==> config.mk <==
export PLATFORM = sky130hd
export DESIGN_NAME = rmt_mul
export DESIGN_NICKNAME = d
export VERILOG_FILES = /design/src/rtl/core/ray_midpoint_triangulation_top_macros.svh /design/src/rtl/core/rmt_pkg.sv /design/src/rtl/core/rmt_mul.sv
export SDC_FILE = /design/constraint.sdc
export NUM_CORES = 1
export LEC_CHECK = 0
export ABC_AREA = 1
export BUFFER_PORTS_ARGS = -buffer_cell sky130_fd_sc_hd__buf_4
export CAP_MARGIN = 20
export CELL_PAD_IN_SITES_DETAIL_PLACEMENT = 1
export CELL_PAD_IN_SITES_GLOBAL_PLACEMENT = 1
export CORE_MARGIN = 10
export CORE_UTILIZATION = 49
export DETAILED_ROUTE_END_ITERATION = 7
export PLACE_DENSITY_LB_ADDON = 0.1
export SLEW_MARGIN = 20
export SYNTH_ARGS = -nofsm -noshare
export SYNTH_HDL_FRONTEND = slang
export SYNTH_SLANG_ARGS = --single-unit
==> constraint.sdc <==
create_clock -name clk_i -period 7.9 [get_ports clk_i]
set_clock_uncertainty 0.15 [all_clocks]
set_input_delay 0.395 -clock clk_i [delete_from_list [all_inputs] [get_ports clk_i]]
set_output_delay 0.395 -clock clk_i [all_outputs]
set_load 0.02 [all_outputs]
==> src/rtl/core/ray_midpoint_triangulation_top_macros.svh <==
// Assertion macros for the ray midpoint triangulation block
`ifndef RAY_MIDPOINT_TRIANGULATION_TOP_MACROS_SVH
`define RAY_MIDPOINT_TRIANGULATION_TOP_MACROS_SVH

// same-cycle implication, clocked on clk_i, off during reset
`define RMT_ASSERT_IMP(name, ante, cons, msg) \
  name: assert property (@(posedge clk_i) disable iff (!rst_ni) (ante) |-> (cons)) \
    else $error(msg);

// next-cycle implication
`define RMT_ASSERT_NXT(name, ante, cons, msg) \
  name: assert property (@(posedge clk_i) disable iff (!rst_ni) (ante) |=> (cons)) \
    else $error(msg);

`endif

==> src/rtl/core/rmt_pkg.sv <==
// Shared constants for the ray midpoint triangulation block
package rmt_pkg;

  localparam int COORD_WIDTH_DEF = 32;
  localparam int DIR_WIDTH_DEF   = 16;
  localparam int THR_WIDTH       = 32;
  localparam int THR_RESET       = 1;
  localparam int MUL_CHUNK       = 24;
  localparam int PAR_SCALE       = 2000;
  localparam int PAR_SCALE_W     = 12;
  localparam int COORD_FRAC      = 16;

endpackage

==> src/rtl/core/rmt_mul.sv <==
// Two-stage signed multiplier, operand b split into chunks
module rmt_mul import rmt_pkg::*; #(
  parameter int AW = 16,
  parameter int BW = 16,
  parameter int CH = MUL_CHUNK
) (
  input  logic                 clk_i,
  input  logic                 en_i,
  input  logic signed [AW-1:0] a_i,
  input  logic signed [BW-1:0] b_i,
  output logic signed [AW+BW-1:0] p_o
);

  localparam int NK  = (BW + CH - 1) / CH;
  localparam int XW  = NK * CH;
  localparam int PPW = AW + CH + 1;
  localparam int SW  = XW + AW;

  logic signed [XW-1:0]    bx;
  logic signed [PPW-1:0]   pp_d [NK];
  logic signed [PPW-1:0]   pp_q [NK];
  logic signed [SW-1:0]    acc;
  logic signed [AW+BW-1:0] p_q;

  assign bx = XW'(b_i);

  always_comb begin
    for (int k = 0; k < NK; k++) begin
      if (k == NK - 1) begin
        pp_d[k] = PPW'(a_i) * PPW'($signed(bx[k*CH +: CH]));
      end else begin
        pp_d[k] = PPW'(a_i) * PPW'($signed({1'b0, bx[k*CH +: CH]}));
      end
    end
  end

  always_comb begin
    acc = '0;
    for (int k = 0; k < NK; k++) begin
      acc = acc + (SW'(pp_q[k]) <<< (k * CH));
    end
  end

  always_ff @(posedge clk_i) begin
    if (en_i) begin
      pp_q <= pp_d;
      p_q  <= acc[AW+BW-1:0];
    end
  end

  assign p_o = p_q;

endmodule

; Yosys cells after proc, flatten, opt, wreduce, memory -nomap -nowiden
; Cells that the tools add are included.
[classes]
n_mul = 1
div = 0
mux = 0
n_bitwise = 0
n_reduce_logical = 0
n_shift = 0
n_eq_ne = 0
n_lt_le_gt_ge = 0
addsub = 0
[op_table]
columns = op, count
row1 = $mul A16 B16 Y32, 1
[totals]
mem_bits_ro = 0
mem_bits_rw = 0
elab_cells = 3
latch_bits = 0
memories = 0
reg_bits = 64
input_bits = 34

; Depth between registers and ports, before layout
; Gate-level depths: netlist of run 1.
[depth]
depth_word = 1
mapped_depth = 26

; Worst setup path before layout of run 1
; OpenSTA, ideal clock, no wires.
[synth_path]
path_type = input to register
from = in b_i[5]
to = reg pp_q[31] in the netlist's numbering (data pin)
stages = 22
setup_time_ns = 0.253
setup_slack_ns = 2.128
path_buffers = 2
arrival_time_ns = 5.369
path_cell_list = clkbuf_1 -> clkbuf_1 -> nand2_1 -> fa_1 -> inv_1 -> fa_1 -> inv_1 -> fa_1 -> fa_1 -> fa_1 -> fa_1 -> inv_1 -> ha_1 -> nand2_1 -> nor2_1 -> nand3_1 -> nor3_1 -> nand2_1 -> inv_1 -> nor2_1 -> nand2_1 -> nand2_1
[synth_lines]
columns = item, line_no
row1 = from (decl), rmt_mul.sv:10  ; input logic signed [BW-1:0] b_i,
row2 = to (signal assigned), rmt_mul.sv:46  ; pp_q <= pp_d;
row3 = to (decl), rmt_mul.sv:21  ; logic signed [PPW-1:0] pp_q [NK];

==> results of run 1 <==
how the worst max path moves through the flow:
stage            start       end  slack, ns
6_report       a_i[15]  pp_q[28]       2.10
5_1_grt        a_i[15]  pp_q[31]       1.75
4_1_cts        a_i[15]  pp_q[29]       2.11
3_5_place_dp   a_i[15]  pp_q[31]       1.79
3_3_place_gp   a_i[15]  pp_q[23]       1.82
2_1_floorplan   b_i[5]  pp_q[31]       2.13
stage by stage:
stage	instance area, sq um	util, %
after floorplan	12800	-
after global placement	13400	52.1
after detailed placement	13400	52.1
after CTS	13800	53.3
after global routing	13800	53.3
final	13800	53.3
final cells by class:
class                           count  area, sq um
Inverter                          480         1800
Multi-Input combinational cell    933         8820
Fill cell                        3149        12100
Clock inverter                      7          105
Sequential cell                    64         1920
Tap cell                          335          419
Clock buffer                        9          225
Timing Repair Buffer               65          488
registers in the layout, indices dropped and copies added (netlist names):
name / flops
pp_q: 32
p_o: 32
kinds of logic (layout without fill, tap and decap cells):
logic type               count (synthesis)  in the layout
AND/OR/NAND/NOR                        535            535
adder cells (fa/ha/maj)                344            344
AO/OA/AOI/OAI                           35             35
buffers and inverters                  539            561
flip-flops                              64             64
XOR/XNOR                                19             19
metal layers:
metal | track usage [%] | routed length (um) | vias up
li1 | - | - | 4375
met1 | 24.1 | 12900 | 4936
met2 | 40.2 | 18500 | 190
met3 | 2.74 | 1310 | 50
met4 | 5.73 | 886 | 0
met5 | 0 | 0 | -
layout by cell type (no fill, tap or decap):
cell type   instances
buf_4              65
edfxtp_1           64
nand2_1           410
nor2_1             48
inv_2               3
bufinv_16           2
o21a_1              1
o21ai_1             2
or2_2               3
nand3b_1            3
and2_1              2
fa_1              262
nand2_2             5
clkbuf_16           9
inv_1             477
nor3_2              2
a21oi_1            20
xor2_1             17
nor3_1              5
o21ai_0             4
nand3_1            33
a21o_1              1
clkinv_4            3
xnor2_1             2
ha_1               82
nand4_1            13
o21bai_1            6
inv_8               1
a21oi_2             1
nor2_2              7
nand3_2             2
clkinvlp_4          1
nor2_4              2
==> results by group, run 1 <==
Route
  • Vias per cell: 5.05
  • Initial DRC count: 484
  • Avg WL per Cell: 17.7 um
  • Via count: 9551
  • Pre-antenna DRT Iters: 5
  • DRC violations left: 0
  • Detail Route Antenna Nets: 0
  • WL final: 33600 um

GRT
  • Total track usage: 21.1%
  • Number of global-route vias before repair: 10800
  • Initial antenna violation count: 0
  • Largest net degree at the start of global routing: 65
  • Global route overflow: 0
  • First-pass GRT wire length: 55600 um

Synth
  • Synth Area in Simple Gates: 17.1%
  • Mux contribution to synthesized area: 0%
  • Synthesized flop and latch total: 64
  • Top cells by area, synth: fa_1 41%, edfxtp_1 15%, inv_1 14%
  • Count leader, synth: inv_1
  • Post-Syn Area: 12800 sq um
  • Dominant synthesized flop cell: edfxtp_1
  • Main combinational cell family by area after synthesis: adder cells
  • Yosys cell types: 28
  • Post-Synthesis Cells: 1536
  • Post-synth EDFFs: 64
  • Synth top area share: 41.1%
  • Yosys top cell by area: fa_1
  • Adder-cell share of the synthesized area: 49.1%
  • Syn Area/Cell: 8.31 sq um
  • Seq/Total Area, Yosys: 15.1%
  • Async SR Flop Fraction: 0%
  • Commonest cells in the synthesized netlist: 477 x inv_1, 410 x nand2_1, 262 x fa_1
  • Complex-gate fraction of the synthesized area: 1.56%
  • Net Count, Synth: 1914
  • Yosys Warn Count: 0
  • Synth Area in XOR/XNOR: 1.30%

Worst setup path
  • CP Data Required Time: 7.84 ns
  • Reg-to-reg endpoint: p_o[10]
  • Arr. time, crit path: 5.74 ns
  • Crit path depth: 19
  • CP top delay family: adder cells
  • Crit path kind: input port to register
  • CP startpoint kind: input port
  • Critical Path Sink Type: register
  • R2R Path Start: pp_q[10]
  • Worst path most repeated cell: fa_1
  • WP buf/inv: 5
  • CP cell instances: buf_4 -> nand2_1 -> inv_1 -> fa_1 -> fa_1 -> inv_1 -> fa_1 -> inv_1 -> fa_1 -> fa_1 -> fa_1 -> ha_1 -> nand2_1 -> nor2_1 -> nand2_1 -> inv_1 -> nand3_1 -> nand4_1 -> nand2_1
  • Slowest cell delay on critical path: 0.84 ns
  • Worst r2r path cells: 0
  • CP max stage cell: fa_1
  • Register-to-Register Setup Slack: 7.09 ns
  • Crit Path Max Fanout: 16

Floorplan
  • Cell Rows: 59
  • Die H: 181 um
  • Initial Util: 49.4%
  • Core Region: 25800 sq um
  • Die footprint: 32900 sq um
  • Die Width: 181 um
  • Top-level I/O count: 66

Job
  • Maximum Capacitance Violations: 0

Status
  • Status: completed

Min path
  • Worst Hold Depth: 0
  • WHS Endpoint: p_o[19]
  • Hold path startpoint: pp_q[19]
  • HP Class: register to register

Layout
  • Final Net Count: 1931
  • # diodes: 0
  • Area grow syn2layout: 7.96%
  • Final Non-Filler Cells: 1893
  • Layout cells sized above 1: 6.80%

Timing
  • Final setup fails: 0
  • Slew Limit Fails: 0
  • PnR worst setup slack: 2.10 ns
  • RSZ-0062 raised after global routing: no
  • Setup TNS: 0 ns
  • Worst-Margin Slew: 0.811 ns
  • Fin. Hold Viols: 0
  • F_max: 0.172 GHz
  • Tmin final: 5.80 ns
  • Slew Limit Headroom: 45.9%
  • Hold_ws: 0.271 ns
  • Final Cycle Share: 73.4%

CTS
  • Clock-pin slew on the worst setup and hold paths: 0.06 ns
  • CTS Buf Count: 9
  • H-tree depth: 3
  • Clock Tree Buf Depth: 2
  • Post-CTS Resized: 0
  • Setup Buffers After CTS: 0
  • CTS Hold Bufs: 0
  • CTS root buffer: clkbuf_16
  • CTS tree: yes
  • Clk sinks: 64
  • Later-pin clock latency in the skew report: 0.33 ns

Placed design
  • Inst Count DP: 1877
  • Placer Congestion: 0.875
  • I/O Buffers: 65
  • DP HPWL: 28400 um
  • Pre-CTS WS: 1.79 ns
Power of run 1 is left out: the tool's default activity adds up to more than one toggle a clock period on the data nets, which glitch-free logic cannot reach.
==> run 2: changes to the inputs <==
--- a/config.mk
+++ b/config.mk
@@ -11,7 +11,7 @@
 export CELL_PAD_IN_SITES_DETAIL_PLACEMENT = 1
 export CELL_PAD_IN_SITES_GLOBAL_PLACEMENT = 1
 export CORE_MARGIN = 10
-export CORE_UTILIZATION = 49
+export CORE_UTILIZATION = 44
 export DETAILED_ROUTE_END_ITERATION = 7
 export PLACE_DENSITY_LB_ADDON = 0.1
 export SLEW_MARGIN = 20
==> constraint.sdc (replaced) <==
create_clock -name clk_i -period 4.9 [get_ports clk_i]
set_clock_uncertainty 0.15 [all_clocks]
set_input_delay 0.245 -clock clk_i [delete_from_list [all_inputs] [get_ports clk_i]]
set_output_delay 0.245 -clock clk_i [all_outputs]
set_load 0.02 [all_outputs]
==> results by group, run 2 (same netlist as run 1, synthesis figures left out) <==
Worst setup path
  • CP startpoint kind: input port (unchanged)
  • Reg-to-reg endpoint: p_o[28] (was p_o[10])
  • Crit path capture: pp_q[30] (was pp_q[28])
  • Register-to-Register Setup Slack: 4.06 ns (was 7.09 ns)
  • CP Data Required Time: 4.84 ns (was 7.84 ns)
  • Worst r2r path cells: 0 (unchanged)
  • R2R Path Start: pp_q[28] (was pp_q[10])
  • Arr. time, crit path: 5.18 ns (was 5.74 ns)
  • Crit Path Max Fanout: 6 (was 16)
  • Critical path launch point: b_i[15] (was a_i[15])
  • Crit path kind: input port to register (unchanged)
  • Critical Path Sink Type: register (unchanged)

Placed design
  • I/O Buffers: 65 (unchanged)
  • Placer Congestion: 0.824 (was 0.875)
  • Inst Count DP: 2056 (was 1877)
  • DP HPWL: 30600 um (was 28400 um)

Floorplan
  • Die footprint: 36200 sq um (was 32900 sq um)
  • Die H: 190 um (was 181 um)
  • Initial Util: 44.6% (was 49.4%)
  • Die Width: 190 um (was 181 um)
  • Cell Rows: 62 (was 59)
  • Core Region: 28600 sq um (was 25800 sq um)
  • Top-level I/O count: 66 (unchanged)

Route
  • DRC violations left: 0 (unchanged)
  • Initial DRC count: 438 (was 484)
  • Avg WL per Cell: 18.5 um (was 17.7 um)
  • WL final: 38800 um (was 33600 um)
  • Via count: 10300 (was 9551)
  • Detail Route Antenna Nets: 0 (unchanged)
  • Vias per cell: 4.91 (was 5.05)
  • Pre-antenna DRT Iters: 5 (unchanged)

Timing
  • Slew Limit Headroom: 45.7% (was 45.9%)
  • Worst-Margin Slew: 0.814 ns (was 0.811 ns)
  • Final Cycle Share: 107%
  • PnR worst setup slack: -0.349 ns (was 2.10 ns)
  • RSZ-0062 raised after global routing: yes (was no)
  • F_max: 0.191 GHz
  • Slew Limit Fails: 0 (unchanged)
  • Fin. Hold Viols: 0 (unchanged)
  • Final setup fails: 18 (was 0)
  • Tmin final: 5.25 ns

GRT
  • Largest net degree at the start of global routing: 65 (unchanged)
  • Number of global-route vias before repair: 11900 (was 10800)
  • Initial antenna violation count: 0 (unchanged)
  • Global route overflow: 0 (unchanged)
  • First-pass GRT wire length: 60300 um (was 55600 um)
  • Total track usage: 21.0% (was 21.1%)

Layout
  • Area grow syn2layout: 28.9% (was 7.96%)
  • Most common cell after layout, fill and taps aside: inv_1 (unchanged)
  • Final Non-Filler Cells: 2099 (was 1893)
  • Layout cells sized above 1: 27.5% (was 6.80%)
  • Multi-input logic area: 9930 sq um (was 8820 sq um)
  • FF/Latch Area: 1920 sq um (unchanged)
  • # diodes: 0 (unchanged)
  • Final Net Count: 2088 (was 1931)
  • Fillers: 3334 (was 3149)
  • Most frequent cells in the layout: 430 x inv_1, 352 x nand2_1, 245 x fa_1 (was 477 x inv_1, 410 x nand2_1, 262 x fa_1)

Status
  • Status: finished with violations (was completed)
  • Violations in the final reports: negative setup slack

CTS
  • CTS Hold Bufs: 0 (unchanged)
  • CTS root buffer: clkbuf_16 (unchanged)
  • H-tree depth: 3 (unchanged)
  • Clock Tree Buf Depth: 2 (unchanged)
  • Later-pin clock latency in the skew report: 0.35 ns (was 0.33 ns)
  • Clock-pin slew on the worst setup and hold paths: 0.06 ns (about the same)
  • Clk sinks: 64 (unchanged)
  • CTS tree: yes (unchanged)
  • CTS Buf Count: 9 (unchanged)

Job
  • Maximum Capacitance Violations: 0 (unchanged)

Min path
  • HP Class: register to register (unchanged)
==> run 2: metrics by stage <==
| stage | setup slack [ns] | area [sq um] | hold slack, ns | TNS [ns] | util (%) |
|---|---|---|---|---|---|
| 2_1_floorplan | -0.281 | 13500 | 0.207 | -2.23 | - |
| 6_report | -0.349 | 16500 | 0.257 | -2.88 | 57.5 |
| 3_5_place_dp | -0.701 | 14900 | 0.255 | -12.10 | 52.0 |
| 4_1_cts | -0.255 | 15800 | 0.258 | -1.80 | 55.4 |
| 5_1_grt | -0.547 | 16500 | 0.276 | -6.27 | 57.5 |
| 3_3_place_gp | -0.600 | 14900 | 0.254 | -10.37 | 52.0 |
==> run 2: routing by layer <==
layer	routed length, um	global-route usage, %	vias to the layer above
met2	21800	41.5	194
met5	0	0	-
met4	941	3.73	0
met3	1260	1.66	59
li1	-	-	4698
met1	14700	24.1	5346
==> run 2: worst min-delay path by stage <==
| stage | startpoint | depth (start not counted) | slack (ns) | endpoint |
|---|---|---|---|---|
| after floorplan | en_i | 0 | 0.21 | p_o[0] |
| after detailed placement | pp_q[25] | 0 | 0.26 | p_o[25] |
| after CTS | pp_q[25] | 0 | 0.26 | p_o[25] |
| after global placement | pp_q[2] | 0 | 0.25 | p_o[2] |
| final | pp_q[25] | 0 | 0.26 | p_o[25] |
| after global routing | pp_q[25] | 0 | 0.28 | p_o[25] |
==> run 2: critical path, stage by stage <==
cell	delay, ns
buf_8	0.07
clkinvlp_4	0.12
buf_12	0.17
buf_4	0.14
nor2_2	0.09
fa_1	0.45
fa_1	0.54
fa_1	0.47
fa_1	0.41
fa_1	0.53
inv_1	0.06
fa_1	0.52
inv_2	0.06
ha_4	0.30
nand2_2	0.11
nor2_4	0.14
inv_2	0.07
nor2_4	0.17
and2_1	0.17
nand2_1	0.11
nand3_1	0.11
nand2_1	0.10
==> run 2: cell type report <==
class	count	area share [%]
multi-input combinational	933	60.3
timing repair buffer	222	12.3
sequential	64	11.7
inverter	480	11.1
tap	384	2.92
clock buffer	10	1.39
clock inverter	6	0.365
==> run 2: timing repair <==
action / 4_1_cts / 5_1_grt
cloned: 2 / 1
setup endpoints to repair: 22 / 22
buffers inserted: 13 / 11
pin swaps: 56 / 69
resized for setup: 142 / 131
Power of run 2 is left out for the same reason.
